**config.mk**
```make
export PLATFORM = sky130hd
export DESIGN_NAME = delta_row_byte_decoder_flat
export DESIGN_NICKNAME = d
export VERILOG_FILES = /design/src/rtl/core/drbd_pkg.sv /design/src/rtl/core/drbd_in_if.sv /design/src/rtl/core/drbd_out_if.sv /design/src/rtl/core/drbd_cfg_if.sv /design/src/rtl/core/drbd_core.sv /design/src/rtl/core/drbd_fifo.sv /design/src/rtl/core/delta_row_byte_decoder.sv /design/src/flat_wrapper.sv
export SDC_FILE = /design/constraint.sdc
export NUM_CORES = 1
export LEC_CHECK = 0
export BUFFER_PORTS_ARGS = -buffer_cell sky130_fd_sc_hd__buf_2
export CAP_MARGIN = 20
export CORE_ASPECT_RATIO = 1.25
export CORE_MARGIN = 5
export CORE_UTILIZATION = 40
export DETAILED_ROUTE_END_ITERATION = 7
export HOLD_SLACK_MARGIN = 0.15
export SETUP_SLACK_MARGIN = 0.05
export SYNTH_ARGS = -nofsm -noshare
export SYNTH_HDL_FRONTEND = slang
export SYNTH_HIERARCHICAL = 1
export SYNTH_SLANG_ARGS = --single-unit
```
**constraint.sdc**
```tcl
create_clock -name i_clk -period 11.15 [get_ports i_clk]
set_input_delay 2.23 -clock i_clk [delete_from_list [all_inputs] [get_ports i_clk]]
set_output_delay 2.23 -clock i_clk [all_outputs]
set_load 0.005 [all_outputs]
```
**src/rtl/core/drbd_pkg.sv**
```systemverilog
`timescale 1ns / 1ps
`default_nettype none
// ----------------------------------------------------------------------------
// drbd_pkg
// Shared types and constants of the delta row byte decoder: result layout,
// status and kind codes, row size limits and result queue geometry.
// ----------------------------------------------------------------------------
package drbd_pkg;

    // Row size limits
    localparam int MAX_ROW_BYTES = 16384;
    localparam int SAT_CAP       = MAX_ROW_BYTES + 1;
    localparam int CNT_W         = $clog2(SAT_CAP + 1);
    localparam int START_W       = 14;
    localparam int LEN_W         = 15;

    // Result queue geometry
    localparam int MAX_PUSH   = 2;
    localparam int FIFO_DEPTH = 8;
    localparam int FIFO_AW    = $clog2(FIFO_DEPTH);
    localparam int FIFO_LW    = FIFO_AW + 1;

    // Result kinds
    localparam logic KIND_FILL   = 1'b0;
    localparam logic KIND_REPORT = 1'b1;

    // End of row status codes
    localparam logic [1:0] ST_OK    = 2'd0;
    localparam logic [1:0] ST_TRUNC = 2'd1;
    localparam logic [1:0] ST_OVFL  = 2'd2;

    typedef struct packed {
        logic               kind;
        logic [START_W-1:0] start_res;
        logic [LEN_W-1:0]   run_length;
        logic [7:0]         fill_value;
        logic [LEN_W-1:0]   row_length;
        logic [1:0]         status;
        logic               last_of_run;
    } t_res;

    // Results produced by one item: count, then entries in delivery order
    typedef struct packed {
        logic [1:0] n;
        t_res       r0;
        t_res       r1;
    } t_push;

endpackage
`default_nettype wire

```
**src/rtl/core/drbd_in_if.sv**
```systemverilog
`timescale 1ns / 1ps
`default_nettype none
// ----------------------------------------------------------------------------
// drbd_in_if
// Compressed byte channel: one stream byte and its end of row mark per item.
// ----------------------------------------------------------------------------
interface drbd_in_if;
    logic       valid;
    logic       ready;
    logic [7:0] code_byte;
    logic       final_byte;

    modport source (output valid, output code_byte, output final_byte, input ready);
    modport sink   (input valid, input code_byte, input final_byte, output ready);
endinterface
`default_nettype wire

```
**src/rtl/core/drbd_out_if.sv**
```systemverilog
`timescale 1ns / 1ps
`default_nettype none
// ----------------------------------------------------------------------------
// drbd_out_if
// Result channel: fill commands and end of row reports.
// ----------------------------------------------------------------------------
interface drbd_out_if;
    logic        valid;
    logic        ready;
    logic        kind;
    logic [13:0] start_res;
    logic [14:0] run_length;
    logic [7:0]  fill_value;
    logic [14:0] row_length;
    logic [1:0]  status;
    logic        last_of_run;

    modport source (
        output valid, output kind, output start_res, output run_length,
        output fill_value, output row_length, output status, output last_of_run,
        input ready
    );
    modport sink (
        input valid, input kind, input start_res, input run_length,
        input fill_value, input row_length, input status, input last_of_run,
        output ready
    );
endinterface
`default_nettype wire

```
**src/rtl/core/drbd_cfg_if.sv**
```systemverilog
`timescale 1ns / 1ps
`default_nettype none
// ----------------------------------------------------------------------------
// drbd_cfg_if
// Configuration write channel carrying the seed row size.
// ----------------------------------------------------------------------------
interface drbd_cfg_if;
    logic        valid;
    logic        ready;
    logic [14:0] row_bytes;

    modport source (output valid, output row_bytes, input ready);
    modport sink   (input valid, input row_bytes, output ready);
endinterface
`default_nettype wire

```
**src/rtl/core/drbd_core.sv**
```systemverilog
`timescale 1ns / 1ps
`default_nettype none
// ----------------------------------------------------------------------------
// drbd_core
// Input register, command parser state and single pass decode. Each
// registered byte updates the parser and yields up to two results.
// ----------------------------------------------------------------------------
module drbd_core (
    input  wire logic                         i_clk,
    input  wire logic                         i_rst_n,
    input  wire logic                         i_in_valid,
    input  wire logic [7:0]                   i_code,
    input  wire logic                         i_final,
    output logic                              o_in_ready,
    input  wire logic                         i_cfg_we,
    input  wire logic [14:0]                  i_cfg_data,
    input  wire logic [drbd_pkg::FIFO_LW-1:0] i_fifo_level,
    output drbd_pkg::t_push                   o_push
);

    typedef enum logic [2:0] {
        PH_CMD,
        PH_OFF_EXT,
        PH_CNT_EXT,
        PH_RUN_DATA,
        PH_LIT_DATA,
        PH_DRAIN
    } t_phase;

    localparam int CW = drbd_pkg::CNT_W;
    localparam logic [CW-1:0] RUN_OFF_EXT = CW'(3);
    localparam logic [CW-1:0] LIT_OFF_EXT = CW'(15);
    localparam logic [CW-1:0] RUN_CNT_EXT = CW'(33);
    localparam logic [CW-1:0] LIT_CNT_EXT = CW'(8);
    localparam logic [7:0]    EXT_BYTE    = 8'd255;
    localparam logic [CW-1:0] MAX_ROW     = CW'(drbd_pkg::MAX_ROW_BYTES);

    t_phase          r_phase, n_phase;
    logic            r_run_mode, n_run_mode;
    logic [CW-1:0]   r_off, n_off;
    logic [CW-1:0]   r_cnt, n_cnt;
    logic [CW-1:0]   r_wp, n_wp;
    logic [1:0]      r_err, n_err;
    logic [14:0]     r_row_bytes;
    logic            r_in_valid;
    logic [7:0]      r_code;
    logic            r_final;

    logic            accept;
    logic [CW-1:0]   row_limit;
    logic            hdr_go;
    logic            fill_go;
    logic            report_go;
    logic [CW-1:0]   fill_len;
    logic [CW-1:0]   fill_start;
    logic [1:0]      rep_status;
    logic [CW-1:0]   rep_len;
    logic [CW+1:0]   at_sum;
    logic [CW+1:0]   end_sum;
    logic [4:0]      room_need;
    drbd_pkg::t_res  fill_res;
    drbd_pkg::t_res  rep_res;

    // Saturating extension add
    function automatic logic [CW-1:0] sat_add(input logic [CW-1:0] a, input logic [7:0] b);
        logic [CW:0] s;
        s = {1'b0, a} + (CW+1)'(b);
        return (s > (CW+1)'(drbd_pkg::SAT_CAP)) ? CW'(drbd_pkg::SAT_CAP) : s[CW-1:0];
    endfunction

    // Accept only with queue room for this item and the one in flight
    assign room_need  = 5'(i_fifo_level) + (r_in_valid ? 5'(drbd_pkg::MAX_PUSH) : 5'd0)
                      + 5'(drbd_pkg::MAX_PUSH);
    assign o_in_ready = (room_need <= 5'(drbd_pkg::FIFO_DEPTH));
    assign accept     = i_in_valid && o_in_ready;

    // Clamp the configured row size
    assign row_limit = (CW'(r_row_bytes) > MAX_ROW) ? MAX_ROW : CW'(r_row_bytes);

    // Decode the registered byte
    always_comb begin
        n_phase    = r_phase;
        n_run_mode = r_run_mode;
        n_off      = r_off;
        n_cnt      = r_cnt;
        n_wp       = r_wp;
        n_err      = r_err;
        hdr_go     = 1'b0;
        fill_go    = 1'b0;
        report_go  = 1'b0;
        fill_len   = '0;
        fill_start = r_wp;
        rep_status = drbd_pkg::ST_OK;
        rep_len    = '0;
        at_sum     = '0;
        end_sum    = '0;

        if (r_in_valid) begin
            unique case (r_phase)
                PH_CMD: begin
                    if (r_code[7]) begin
                        n_run_mode = 1'b1;
                        n_off      = CW'(r_code[6:5]);
                        n_cnt      = CW'(r_code[4:0]) + CW'(2);
                        if (n_off == RUN_OFF_EXT) begin
                            n_phase = PH_OFF_EXT;
                        end else if (n_cnt == RUN_CNT_EXT) begin
                            n_phase = PH_CNT_EXT;
                        end else begin
                            hdr_go = 1'b1;
                        end
                    end else begin
                        n_run_mode = 1'b0;
                        n_off      = CW'(r_code[6:3]);
                        n_cnt      = CW'(r_code[2:0]) + CW'(1);
                        if (n_off == LIT_OFF_EXT) begin
                            n_phase = PH_OFF_EXT;
                        end else if (n_cnt == LIT_CNT_EXT) begin
                            n_phase = PH_CNT_EXT;
                        end else begin
                            hdr_go = 1'b1;
                        end
                    end
                end
                PH_OFF_EXT: begin
                    n_off = sat_add(r_off, r_code);
                    if (r_code != EXT_BYTE) begin
                        if (r_run_mode ? (r_cnt == RUN_CNT_EXT) : (r_cnt == LIT_CNT_EXT)) begin
                            n_phase = PH_CNT_EXT;
                        end else begin
                            hdr_go = 1'b1;
                        end
                    end
                end
                PH_CNT_EXT: begin
                    n_cnt = sat_add(r_cnt, r_code);
                    if (r_code != EXT_BYTE) begin
                        hdr_go = 1'b1;
                    end
                end
                PH_RUN_DATA: begin
                    fill_go  = 1'b1;
                    fill_len = r_cnt;
                    n_wp     = r_wp + r_cnt;
                    n_phase  = PH_CMD;
                end
                PH_LIT_DATA: begin
                    fill_go  = 1'b1;
                    fill_len = CW'(1);
                    n_wp     = r_wp + CW'(1);
                    if (r_cnt != '0) begin
                        n_cnt = r_cnt - CW'(1);
                    end
                    if (n_cnt == '0) begin
                        n_phase = PH_CMD;
                    end
                end
                PH_DRAIN: begin
                    n_phase = PH_DRAIN;
                end
                default: begin
                    n_phase = PH_DRAIN;
                end
            endcase

            // Check a finished header against the row limit
            if (hdr_go) begin
                at_sum  = (CW+2)'(n_wp) + (CW+2)'(n_off);
                end_sum = at_sum + (CW+2)'(n_cnt);
                if (end_sum > (CW+2)'(row_limit)) begin
                    n_err   = drbd_pkg::ST_OVFL;
                    n_phase = PH_DRAIN;
                end else begin
                    n_wp    = at_sum[CW-1:0];
                    n_phase = n_run_mode ? PH_RUN_DATA : PH_LIT_DATA;
                end
            end

            // Report at the end of the row, then clear for the next row
            if (r_final) begin
                report_go = 1'b1;
                rep_len   = n_wp;
                if (n_err == drbd_pkg::ST_OVFL || n_phase == PH_DRAIN) begin
                    rep_status = drbd_pkg::ST_OVFL;
                end else if (n_phase != PH_CMD) begin
                    rep_status = drbd_pkg::ST_TRUNC;
                end else begin
                    rep_status = drbd_pkg::ST_OK;
                end
                n_phase    = PH_CMD;
                n_run_mode = 1'b0;
                n_off      = '0;
                n_cnt      = '0;
                n_wp       = '0;
                n_err      = drbd_pkg::ST_OK;
            end
        end
    end

    // Assemble results in delivery order
    always_comb begin
        fill_res.kind        = drbd_pkg::KIND_FILL;
        fill_res.start_res   = fill_start[drbd_pkg::START_W-1:0];
        fill_res.run_length  = drbd_pkg::LEN_W'(fill_len);
        fill_res.fill_value  = r_code;
        fill_res.row_length  = '0;
        fill_res.status      = drbd_pkg::ST_OK;
        fill_res.last_of_run = !r_final;

        rep_res.kind        = drbd_pkg::KIND_REPORT;
        rep_res.start_res   = '0;
        rep_res.run_length  = '0;
        rep_res.fill_value  = '0;
        rep_res.row_length  = drbd_pkg::LEN_W'(rep_len);
        rep_res.status      = rep_status;
        rep_res.last_of_run = 1'b1;

        o_push.n  = 2'(fill_go) + 2'(report_go);
        o_push.r0 = fill_go ? fill_res : rep_res;
        o_push.r1 = rep_res;
    end

    // Hold parser state, input register and row size
    always_ff @(posedge i_clk) begin
        if (!i_rst_n) begin
            r_phase     <= PH_CMD;
            r_run_mode  <= 1'b0;
            r_off       <= '0;
            r_cnt       <= '0;
            r_wp        <= '0;
            r_err       <= drbd_pkg::ST_OK;
            r_row_bytes <= 15'(drbd_pkg::MAX_ROW_BYTES);
            r_in_valid  <= 1'b0;
            r_code      <= '0;
            r_final     <= 1'b0;
        end else begin
            r_phase    <= n_phase;
            r_run_mode <= n_run_mode;
            r_off      <= n_off;
            r_cnt      <= n_cnt;
            r_wp       <= n_wp;
            r_err      <= n_err;
            r_in_valid <= accept;
            if (accept) begin
                r_code  <= i_code;
                r_final <= i_final;
            end
            if (i_cfg_we) begin
                r_row_bytes <= i_cfg_data;
            end
        end
    end

endmodule
`default_nettype wire

```
**src/rtl/core/drbd_fifo.sv**
```systemverilog
`timescale 1ns / 1ps
`default_nettype none
// ----------------------------------------------------------------------------
// drbd_fifo
// Result queue: takes up to two results per cycle, hands out one per cycle while the receiver is ready.
// ----------------------------------------------------------------------------
module drbd_fifo (
    input  wire logic                         i_clk,
    input  wire logic                         i_rst_n,
    input  wire drbd_pkg::t_push              i_push,
    output drbd_pkg::t_res                    o_head,
    output logic                              o_valid,
    input  wire logic                         i_pop,
    output logic [drbd_pkg::FIFO_LW-1:0]      o_level
);

    localparam int AW = drbd_pkg::FIFO_AW;
    localparam int LW = drbd_pkg::FIFO_LW;

    drbd_pkg::t_res  r_mem [drbd_pkg::FIFO_DEPTH];
    logic [AW-1:0]   r_wr_ptr, n_wr_ptr;
    logic [AW-1:0]   r_rd_ptr, n_rd_ptr;
    logic [LW-1:0]   r_level, n_level;
    logic            pop;

    assign o_valid = (r_level != '0);
    assign o_head  = r_mem[r_rd_ptr];
    assign o_level = r_level;
    assign pop     = i_pop && o_valid;

    // Advance pointers and fill level
    always_comb begin
        n_wr_ptr = r_wr_ptr + AW'(i_push.n);
        n_rd_ptr = pop ? r_rd_ptr + AW'(1) : r_rd_ptr;
        n_level  = r_level + LW'(i_push.n) - LW'(pop);
    end

    always_ff @(posedge i_clk) begin
        if (!i_rst_n) begin
            r_wr_ptr <= '0;
            r_rd_ptr <= '0;
            r_level  <= '0;
        end else begin
            r_wr_ptr <= n_wr_ptr;
            r_rd_ptr <= n_rd_ptr;
            r_level  <= n_level;
        end
    end

    // Store results at the tail
    always_ff @(posedge i_clk) begin
        if (i_push.n != 2'd0) begin
            r_mem[r_wr_ptr] <= i_push.r0;
        end
        if (i_push.n == 2'd2) begin
            r_mem[r_wr_ptr + AW'(1)] <= i_push.r1;
        end
    end

endmodule
`default_nettype wire

```
**src/rtl/core/delta_row_byte_decoder.sv**
```systemverilog
`timescale 1ns / 1ps
`default_nettype none
// ----------------------------------------------------------------------------
// delta_row_byte_decoder
// Replacement delta row decoder: turns a compressed byte stream into fill
// commands for an external seed row buffer and one report per row.
//
// i_item carries one compressed byte per item with final_byte marking the
// last byte of a row. o_res carries fill commands (start, length, value)
// and, after the final byte, an end of row report with the row length and
// a status (ok, truncated, overflow). i_cfg writes the seed row size; it is
// always ready; the user must write it only while the block is idle, which
// the block itself does not enforce. Each accepted byte is registered and
// decoded in a single pass in the next cycle, and its results are queued;
// the first result is visible at the output once the queue has stored it.
// One byte is taken per cycle as long as the receiver takes one result per
// cycle; a final byte inside a data phase gives two results, a fill and then
// the end of row report.
// The eight entry result queue sets the stall behavior: input ready drops
// when the queue lacks room for two results of the byte in flight and two
// of the next one, so a stalled receiver loses nothing.
// Reset empties the queue, clears the parser and sets the row size to 16384.
// ----------------------------------------------------------------------------
module delta_row_byte_decoder (
    input wire logic  i_clk,
    input wire logic  i_rst_n,
    drbd_in_if.sink   i_item,
    drbd_cfg_if.sink  i_cfg,
    drbd_out_if.source o_res
);

    drbd_pkg::t_push                  push;
    drbd_pkg::t_res                   head;
    logic                             head_valid;
    logic [drbd_pkg::FIFO_LW-1:0]     fifo_level;

    assign i_cfg.ready = 1'b1;

    // Parser and input register
    drbd_core u_core (
        .i_clk        (i_clk),
        .i_rst_n      (i_rst_n),
        .i_in_valid   (i_item.valid),
        .i_code       (i_item.code_byte),
        .i_final      (i_item.final_byte),
        .o_in_ready   (i_item.ready),
        .i_cfg_we     (i_cfg.valid),
        .i_cfg_data   (i_cfg.row_bytes),
        .i_fifo_level (fifo_level),
        .o_push       (push)
    );

    // Result queue
    drbd_fifo u_fifo (
        .i_clk   (i_clk),
        .i_rst_n (i_rst_n),
        .i_push  (push),
        .o_head  (head),
        .o_valid (head_valid),
        .i_pop   (o_res.ready),
        .o_level (fifo_level)
    );

    // Drive the result channel from the queue head
    assign o_res.valid       = head_valid;
    assign o_res.kind        = head.kind;
    assign o_res.start_res   = head.start_res;
    assign o_res.run_length  = head.run_length;
    assign o_res.fill_value  = head.fill_value;
    assign o_res.row_length  = head.row_length;
    assign o_res.status      = head.status;
    assign o_res.last_of_run = head.last_of_run;

    // Queue never overfills
    a_level_bound: assert property (@(posedge i_clk) disable iff (!i_rst_n)
        fifo_level <= drbd_pkg::FIFO_LW'(drbd_pkg::FIFO_DEPTH))
        else $error("result queue overfilled");

    // A fill always covers at least one byte and carries no status
    a_fill_shape: assert property (@(posedge i_clk) disable iff (!i_rst_n)
        (o_res.valid && o_res.kind == drbd_pkg::KIND_FILL)
        |-> (o_res.run_length != '0 && o_res.status == drbd_pkg::ST_OK))
        else $error("malformed fill command");

    // A report always ends the results of its byte with a defined status
    a_report_shape: assert property (@(posedge i_clk) disable iff (!i_rst_n)
        (o_res.valid && o_res.kind == drbd_pkg::KIND_REPORT)
        |-> (o_res.last_of_run && (o_res.status == drbd_pkg::ST_OK
             || o_res.status == drbd_pkg::ST_TRUNC || o_res.status == drbd_pkg::ST_OVFL)))
        else $error("malformed end of row report");

    // An empty result queue always admits input
    a_ready_room: assert property (@(posedge i_clk) disable iff (!i_rst_n)
        (fifo_level == '0) |-> i_item.ready)
        else $error("input stalled with an empty result queue");

endmodule
`default_nettype wire
```
**src/flat_wrapper.sv**
```systemverilog
// flat-port wrapper written by rule: the top's interface ports become plain ports
module delta_row_byte_decoder_flat 
  (i_clk, i_rst_n, i_item_valid, i_item_code_byte, i_item_final_byte, i_item_ready, i_cfg_valid, i_cfg_row_bytes, i_cfg_ready, o_res_valid, o_res_kind, o_res_start_res, o_res_run_length, o_res_fill_value, o_res_row_length, o_res_status, o_res_last_of_run, o_res_ready);
  drbd_in_if i_item_i ();
  drbd_cfg_if i_cfg_i ();
  drbd_out_if o_res_i ();
  input wire logic i_clk;
  input wire logic i_rst_n;
  input wire logic [$bits(i_item_i.valid)-1:0] i_item_valid;
  input wire logic [$bits(i_item_i.code_byte)-1:0] i_item_code_byte;
  input wire logic [$bits(i_item_i.final_byte)-1:0] i_item_final_byte;
  output wire logic [$bits(i_item_i.ready)-1:0] i_item_ready;
  input wire logic [$bits(i_cfg_i.valid)-1:0] i_cfg_valid;
  input wire logic [$bits(i_cfg_i.row_bytes)-1:0] i_cfg_row_bytes;
  output wire logic [$bits(i_cfg_i.ready)-1:0] i_cfg_ready;
  output wire logic [$bits(o_res_i.valid)-1:0] o_res_valid;
  output wire logic [$bits(o_res_i.kind)-1:0] o_res_kind;
  output wire logic [$bits(o_res_i.start_res)-1:0] o_res_start_res;
  output wire logic [$bits(o_res_i.run_length)-1:0] o_res_run_length;
  output wire logic [$bits(o_res_i.fill_value)-1:0] o_res_fill_value;
  output wire logic [$bits(o_res_i.row_length)-1:0] o_res_row_length;
  output wire logic [$bits(o_res_i.status)-1:0] o_res_status;
  output wire logic [$bits(o_res_i.last_of_run)-1:0] o_res_last_of_run;
  input wire logic [$bits(o_res_i.ready)-1:0] o_res_ready;
  assign i_item_i.valid = i_item_valid;
  assign i_item_i.code_byte = i_item_code_byte;
  assign i_item_i.final_byte = i_item_final_byte;
  assign i_item_ready = i_item_i.ready;
  assign i_cfg_i.valid = i_cfg_valid;
  assign i_cfg_i.row_bytes = i_cfg_row_bytes;
  assign i_cfg_ready = i_cfg_i.ready;
  assign o_res_valid = o_res_i.valid;
  assign o_res_kind = o_res_i.kind;
  assign o_res_start_res = o_res_i.start_res;
  assign o_res_run_length = o_res_i.run_length;
  assign o_res_fill_value = o_res_i.fill_value;
  assign o_res_row_length = o_res_i.row_length;
  assign o_res_status = o_res_i.status;
  assign o_res_last_of_run = o_res_i.last_of_run;
  assign o_res_i.ready = o_res_ready;
  delta_row_byte_decoder u_core (.i_clk(i_clk), .i_rst_n(i_rst_n), .i_item(i_item_i), .i_cfg(i_cfg_i), .o_res(o_res_i));
endmodule
```
### Word-level counts from Yosys, hierarchy flattened

Memories as Yosys holds them, arrays and structs flattened. A register that Yosys moved wholly into a read port is not among the register bits.
Index checks and enable logic that the tools add are counted.

* bits in registers: 86
* bits of input ports: 29
* memories kept: 1
* bits in writable memories: 448
* output and inout bits: 59
* word-level logic and storage cells: 133

* mux-type cells: 72
* $add $sub $neg: 17
* equal/unequal tests: 14
* reduce and logical (&&, ||, !) cells: 11
* $lt $le $gt $ge: 5

Memories
* u_core.u_fifo.r_mem: words 8, width 56, rd ports 1, clocked after memory_dff 1, write ports 2, line drbd_fifo.sv:20 `drbd_pkg::t_res r_mem [drbd_pkg::FIFO_DEPTH];`

Operator list (number)
* 15-bit two-way mux: 17
* 15-bit case mux with 2 select lines: 3
* 56-bit two-way mux: 1
* 3-bit two-way mux: 15
* 15-bit case mux with 3 select lines: 1
* 15-bit by 8-bit adder with 16-bit output: 2
* 16-bit by 15-bit greater-than comparator with 1-bit output (second input constant): 2
* 1-bit two-way mux: 23
* 16-bit by 15-bit adder with 17-bit output: 1
* 17-bit by 15-bit greater-than comparator with 1-bit output: 1
* 15-bit by 15-bit adder with 16-bit output: 1
* 2-bit two-way mux: 8
* 15-bit by 1-bit adder with 15-bit output (second input constant): 1
* 15-bit adder: 1
* 15-bit by 4-bit equality test with 1-bit output (second input constant): 1
* 15-bit by 6-bit equality test with 1-bit output (second input constant): 1
* 15-bit greater-than comparator (second input constant): 1
* 15-bit logical NOT: 1
* 3-bit case mux with 5 select lines: 1
* 15-bit nonzero test: 1
* 15-bit by 1-bit subtractor with 15-bit output (second input constant): 1
* 4-bit equality test (second input constant): 2
* 8-bit != test (second input constant): 1
* 3-bit by 1-bit adder with 3-bit output (second input constant): 2
* 25 further kinds: 30

### Depth between registers and ports, before layout

* depth after elaboration: 17
* gate-level depth with buffers: 38
* gate-level depth less buffers: 37

### Hierarchy

The synthesis kept the hierarchy.

Modules (own cells, without submodules)
* drbd_fifo: instances 1, sequential area each 13713.2 um^2, area an instance 23214.8 um^2, cells each 1233
* drbd_core: instances 1, sequential area each 1521.5 um^2, area an instance 9262.6 um^2, cells each 1269
* delta_row_byte_decoder: instances 1, sequential area each 0.0 um^2, area an instance 11.3 um^2, cells each 2

### Worst setup path after synthesis

OpenSTA, ideal clock, no wires.

* kind: flip-flop to flip-flop
* from: register u_core.u_core.r_code[0]
* to: memory u_core/u_fifo/r_mem[0][1] in the netlist's numbering, data pin
* path buffers: 1
* stages on the path, launching flop included: 38
* data required time: 11.016 ns
* data arrival time: 7.847 ns
* setup slack: 3.169 ns
* setup time: 0.134 ns
* period minus slack after synthesis: 7.981 ns
* path through: dfxtp_1 -> ha_1 -> fa_1 -> a21o_1 -> a21oi_1 -> xor2_1 -> and4b_1 -> nand4_1 -> nor4b_2 -> a41oi_2 -> or2_1 -> buf_6 -> o21ai_0 -> ha_1 -> a21o_1 -> a21oi_1 -> o21a_1 -> nor2_1 -> [... 2 more ...] -> ha_1 -> a21o_1 -> a21oi_1 -> o21a_1 -> a311oi_1 -> a21o_1 -> a211oi_1 -> nor2_1 -> ha_1 -> a211oi_1 -> o221a_2 -> a222oi_1 -> nor2_1 -> nand2_1 -> a21o_1 -> and3_1 -> nor4_1 -> mux2_2

RTL lines
* start: declaration: line drbd_core.sv:46 `logic [7:0] r_code;`
* start signal: assignment: line drbd_core.sv:245 `r_code <= i_code;`
* end: declaration: line drbd_fifo.sv:20

==> flow_summary.ini <==
[cts]
clk_latency_ns = 0.64
cts_buffer_depth = 3
clkTransAtPathRegs_ns = 0.06
ctsResizeCount = 0
cts_hold_buf = 0
cts_tree = done
cts_sinks = 537
postCtsSetupBuffers = 0
root_buffer = clkbuf_16
htreeDepth = 2
cts_buffers = 55

[placed_design]
numPortBuffers = 86
hpwl_mm = 59.9
gp_congestion = 0.933
placed_area_um2 = 33800

[yosys]
synth_top_cells_by_area = edfxtp_1 41%, mux2_2 16%, mux4_2 7.8%
yosys.area.top_type = edfxtp_1
syn_inst = 2504
synth_seq_area_share_pct = 46.9
yosys_warnings = 6
synth_edf_count = 448
yosysTopAreaCellShare_pct = 41.4
synth_cell_types = 98
syn-cell-area_um2 = 32500
synthTopCellsByCount = 448 x edfxtp_1, 448 x mux2_2, 158 x nor2_1
avgSynthCellArea_um2 = 13.0
ys_ff_latch = 537
synthFlopType = edfxtp_1
synth-async-reset-ratio_pct = 0

[grt]
grt_max_degree = 58
grt_pass1_vias = 22400
grt_pass1_wl_mm = 142
overflow = 0
grt_usage_pct = 21.1
antenna_found_initial = 1

[power]
p_seq_share_pct = 40.8
switchingPower_mw = 1.71
ir_drop_v = 0.000108
power-per-cell-area_nw_per_um2 = 156
p_comb_share_pct = 25.2
swShare_pct = 30.8
intPower_mw = 3.85
power.share.clock_pct = 34.0
p_leak_nw = 13.7

[setup_path]
path_class = reg -> reg
cp_data_required_time_ns = 11.64
r2r-start = u_core/u_core/r_code[0]
critPathLaunch = u_core/u_core/r_code[0]
path_max_fanout = 17
crit_top_cell = ha_1
critPathArrivalTime_ns = 10.46
cp-start-kind = flop
critical-path-max-stage-delay_ns = 0.57
cpMaxStageDelayCell = or2_1
crit_path_end_kind = flop

[detailed_routing]
vias = 21600
wl_per_cell_um = 26.0
met2_length_mm = 47.7
drt_iter0_drc = 1737
antenna_left = 0
wl_mm = 94.8
via_per_inst = 5.92
wl_met1_mm = 39.6
drt_pass1_iterations = 5
drc = 0
top_layer_used = met4
met3WireLength_mm = 4.36

[finish]
fillers = 7360
fin_area_um2 = 35600
nNetsFinal = 2674
area_delta_synth_final_pct = 9.61
n_antenna_cell = 0
drive_gt1_share_pct = 33.7

[floorplanning]
die-area_um2 = 87100
die_width_um = 265
num_rows = 116
core_um2 = 80400
die_h_um = 329
start_util_pct = 40.4
io_pins = 88

[sta]
maxSlewHeadroom_pct = 27.2
rsz0062_at_grt = false
fin_tns_setup_ns = 0
setup_viol = 0
hold_violations = 0
max_slew.worst_pin.slew_ns = 1.09
min_period_ns = 9.97
slew_viol_final = 0
clock.fmax_mhz = 100
fin_skew_ns = 0.0269
min_period_over_period_pct = 89.4

[job]
drv_cap = 0

[min_path]
hold_class = reg -> reg
hold_start = u_core/u_fifo/r_rd_ptr[2]

[status]
status = finished clean
## registers in the layout, indices dropped and copies added (netlist names), named ones only
name,count
u_core/u_core/r_code,8
u_core/u_core/r_cnt,15
u_core/u_fifo/o_level,4
u_core/u_core/r_in_valid,1
u_core/u_fifo/r_rd_ptr,3
u_core/u_core/r_final,1
u_core/u_core/r_run_mode,1
u_core/u_fifo/r_wr_ptr,3
u_core/u_core/r_err,2
u_core/u_core/r_row_bytes,15
u_core/u_core/r_off,15
u_core/u_fifo/r_mem,448
u_core/u_core/fill_start,15
u_core/u_core/r_phase,3
## logic make-up (layout without fill, tap and decap cells)
logic type / Yosys count / in the layout / synth area share (%)
adders and majority gates: 99 / 99 / 3.97
AOI/OAI and AO/OA: 376 / 376 / 8.00
muxes: 671 / 671 / 27.3
other: 3 / 40 / 0.0347
DFF: 537 / 537 / 46.9
xor gates and xnor gates: 59 / 59 / 1.64
and+or+nand+nor: 519 / 519 / 7.90
buffers and inverters: 240 / 289 / 4.29
## layout make-up
cell class / count / area, um^2 / share of cell area [%]
Inverter: 46 / 173 / 0.485
Multi-Input combinational cell: 1764 / 16200 / 45.4
Clock inverter: 40 / 424 / 1.19
Clock buffer: 61 / 1400 / 3.93
Sequential cell: 537 / 15200 / 42.8
Tap cell: 1062 / 1330 / 3.73
Timing Repair Buffer: 142 / 865 / 2.43
## power by group through the flow
stage	clock network [mW]	registers (mW)	logic, mW
4_1_cts	1.93	2.28	1.40
6_report	1.89	2.27	1.40
5_1_grt	2.01	2.28	1.52
3_3_place_gp	0	2.32	1.38
3_5_place_dp	0	2.32	1.39
2_1_floorplan	0	2.26	0.985
## stage by stage
stage / util [%] / cells / worst slack, ns / total power, mW / hold slack [ns]
after floorplan: - / 2541 / 3.17 / 3.25 / 0.429
after global placement: 42.0 / 3549 / 1.53 / 3.69 / 0.451
after detailed placement: 42.0 / 3550 / 1.37 / 3.71 / 0.458
after CTS: 44.3 / 3651 / 1.33 / 5.60 / 0.475
after global routing: 44.3 / 3652 / 0.515 / 5.81 / 0.509
final: 44.3 / 3652 / 1.18 / 5.57 / 0.480
## layout by cell type (no fill, tap or decap), types with 16 or more instances in the layout
cell,synthesis,routed
mux2i_1,52,52
mux2_4,29,29
nor3_1,21,21
buf_4,48,53
mux4_2,112,112
conb_1,3,40
mux2_1,30,30
ha_1,92,92
a21o_1,31,31
dfxtp_1,89,85
o31ai_1,22,20
mux2_2,448,448
clkbuf_16,0,55
edfxtp_1,448,448
nand2b_1,16,16
xnor2_1,33,33
inv_1,43,43
nor2_1,158,155
nand3_1,35,34
and2_1,34,34
a21oi_1,88,87
o21a_1,16,16
xor2_1,24,24
o21ai_0,71,67
buf_2,28,87
and3_1,32,32
nand2_1,130,128
## critical path: cells and delay by family (launching register included)
family | cells | cell delay [ns]
AND/OR/NAND/NOR | 10 | 2.23
XOR/XNOR | 3 | 0.56
AO/OA/AOI/OAI | 15 | 4.40
multiplexers | 1 | 0.27
flip-flops | 1 | 0.42
adder cells (fa/ha/maj) | 5 | 1.72
buffers and inverters | 1 | 0.25
## path summary, 6_finish.rpt
path / end / slack [ns] / cells past startpoint
max: u_core/u_fifo/r_mem[4][17] / 1.18 / 35
min: flop / 0.48 / 2
max reg2reg: u_core/u_fifo/r_mem[4][17] / 1.18 / 35
min reg2reg: flop / 0.48 / 2
## metal layers
metal / up-vias / GRT usage (%)
met3: 152 / 2.39
met4: 0 / 6.76
met5: - / 0
met2: 689 / 37.3
li1: 9683 / -
met1: 11100 / 27.3
Power figures use the tool's default switching activity.
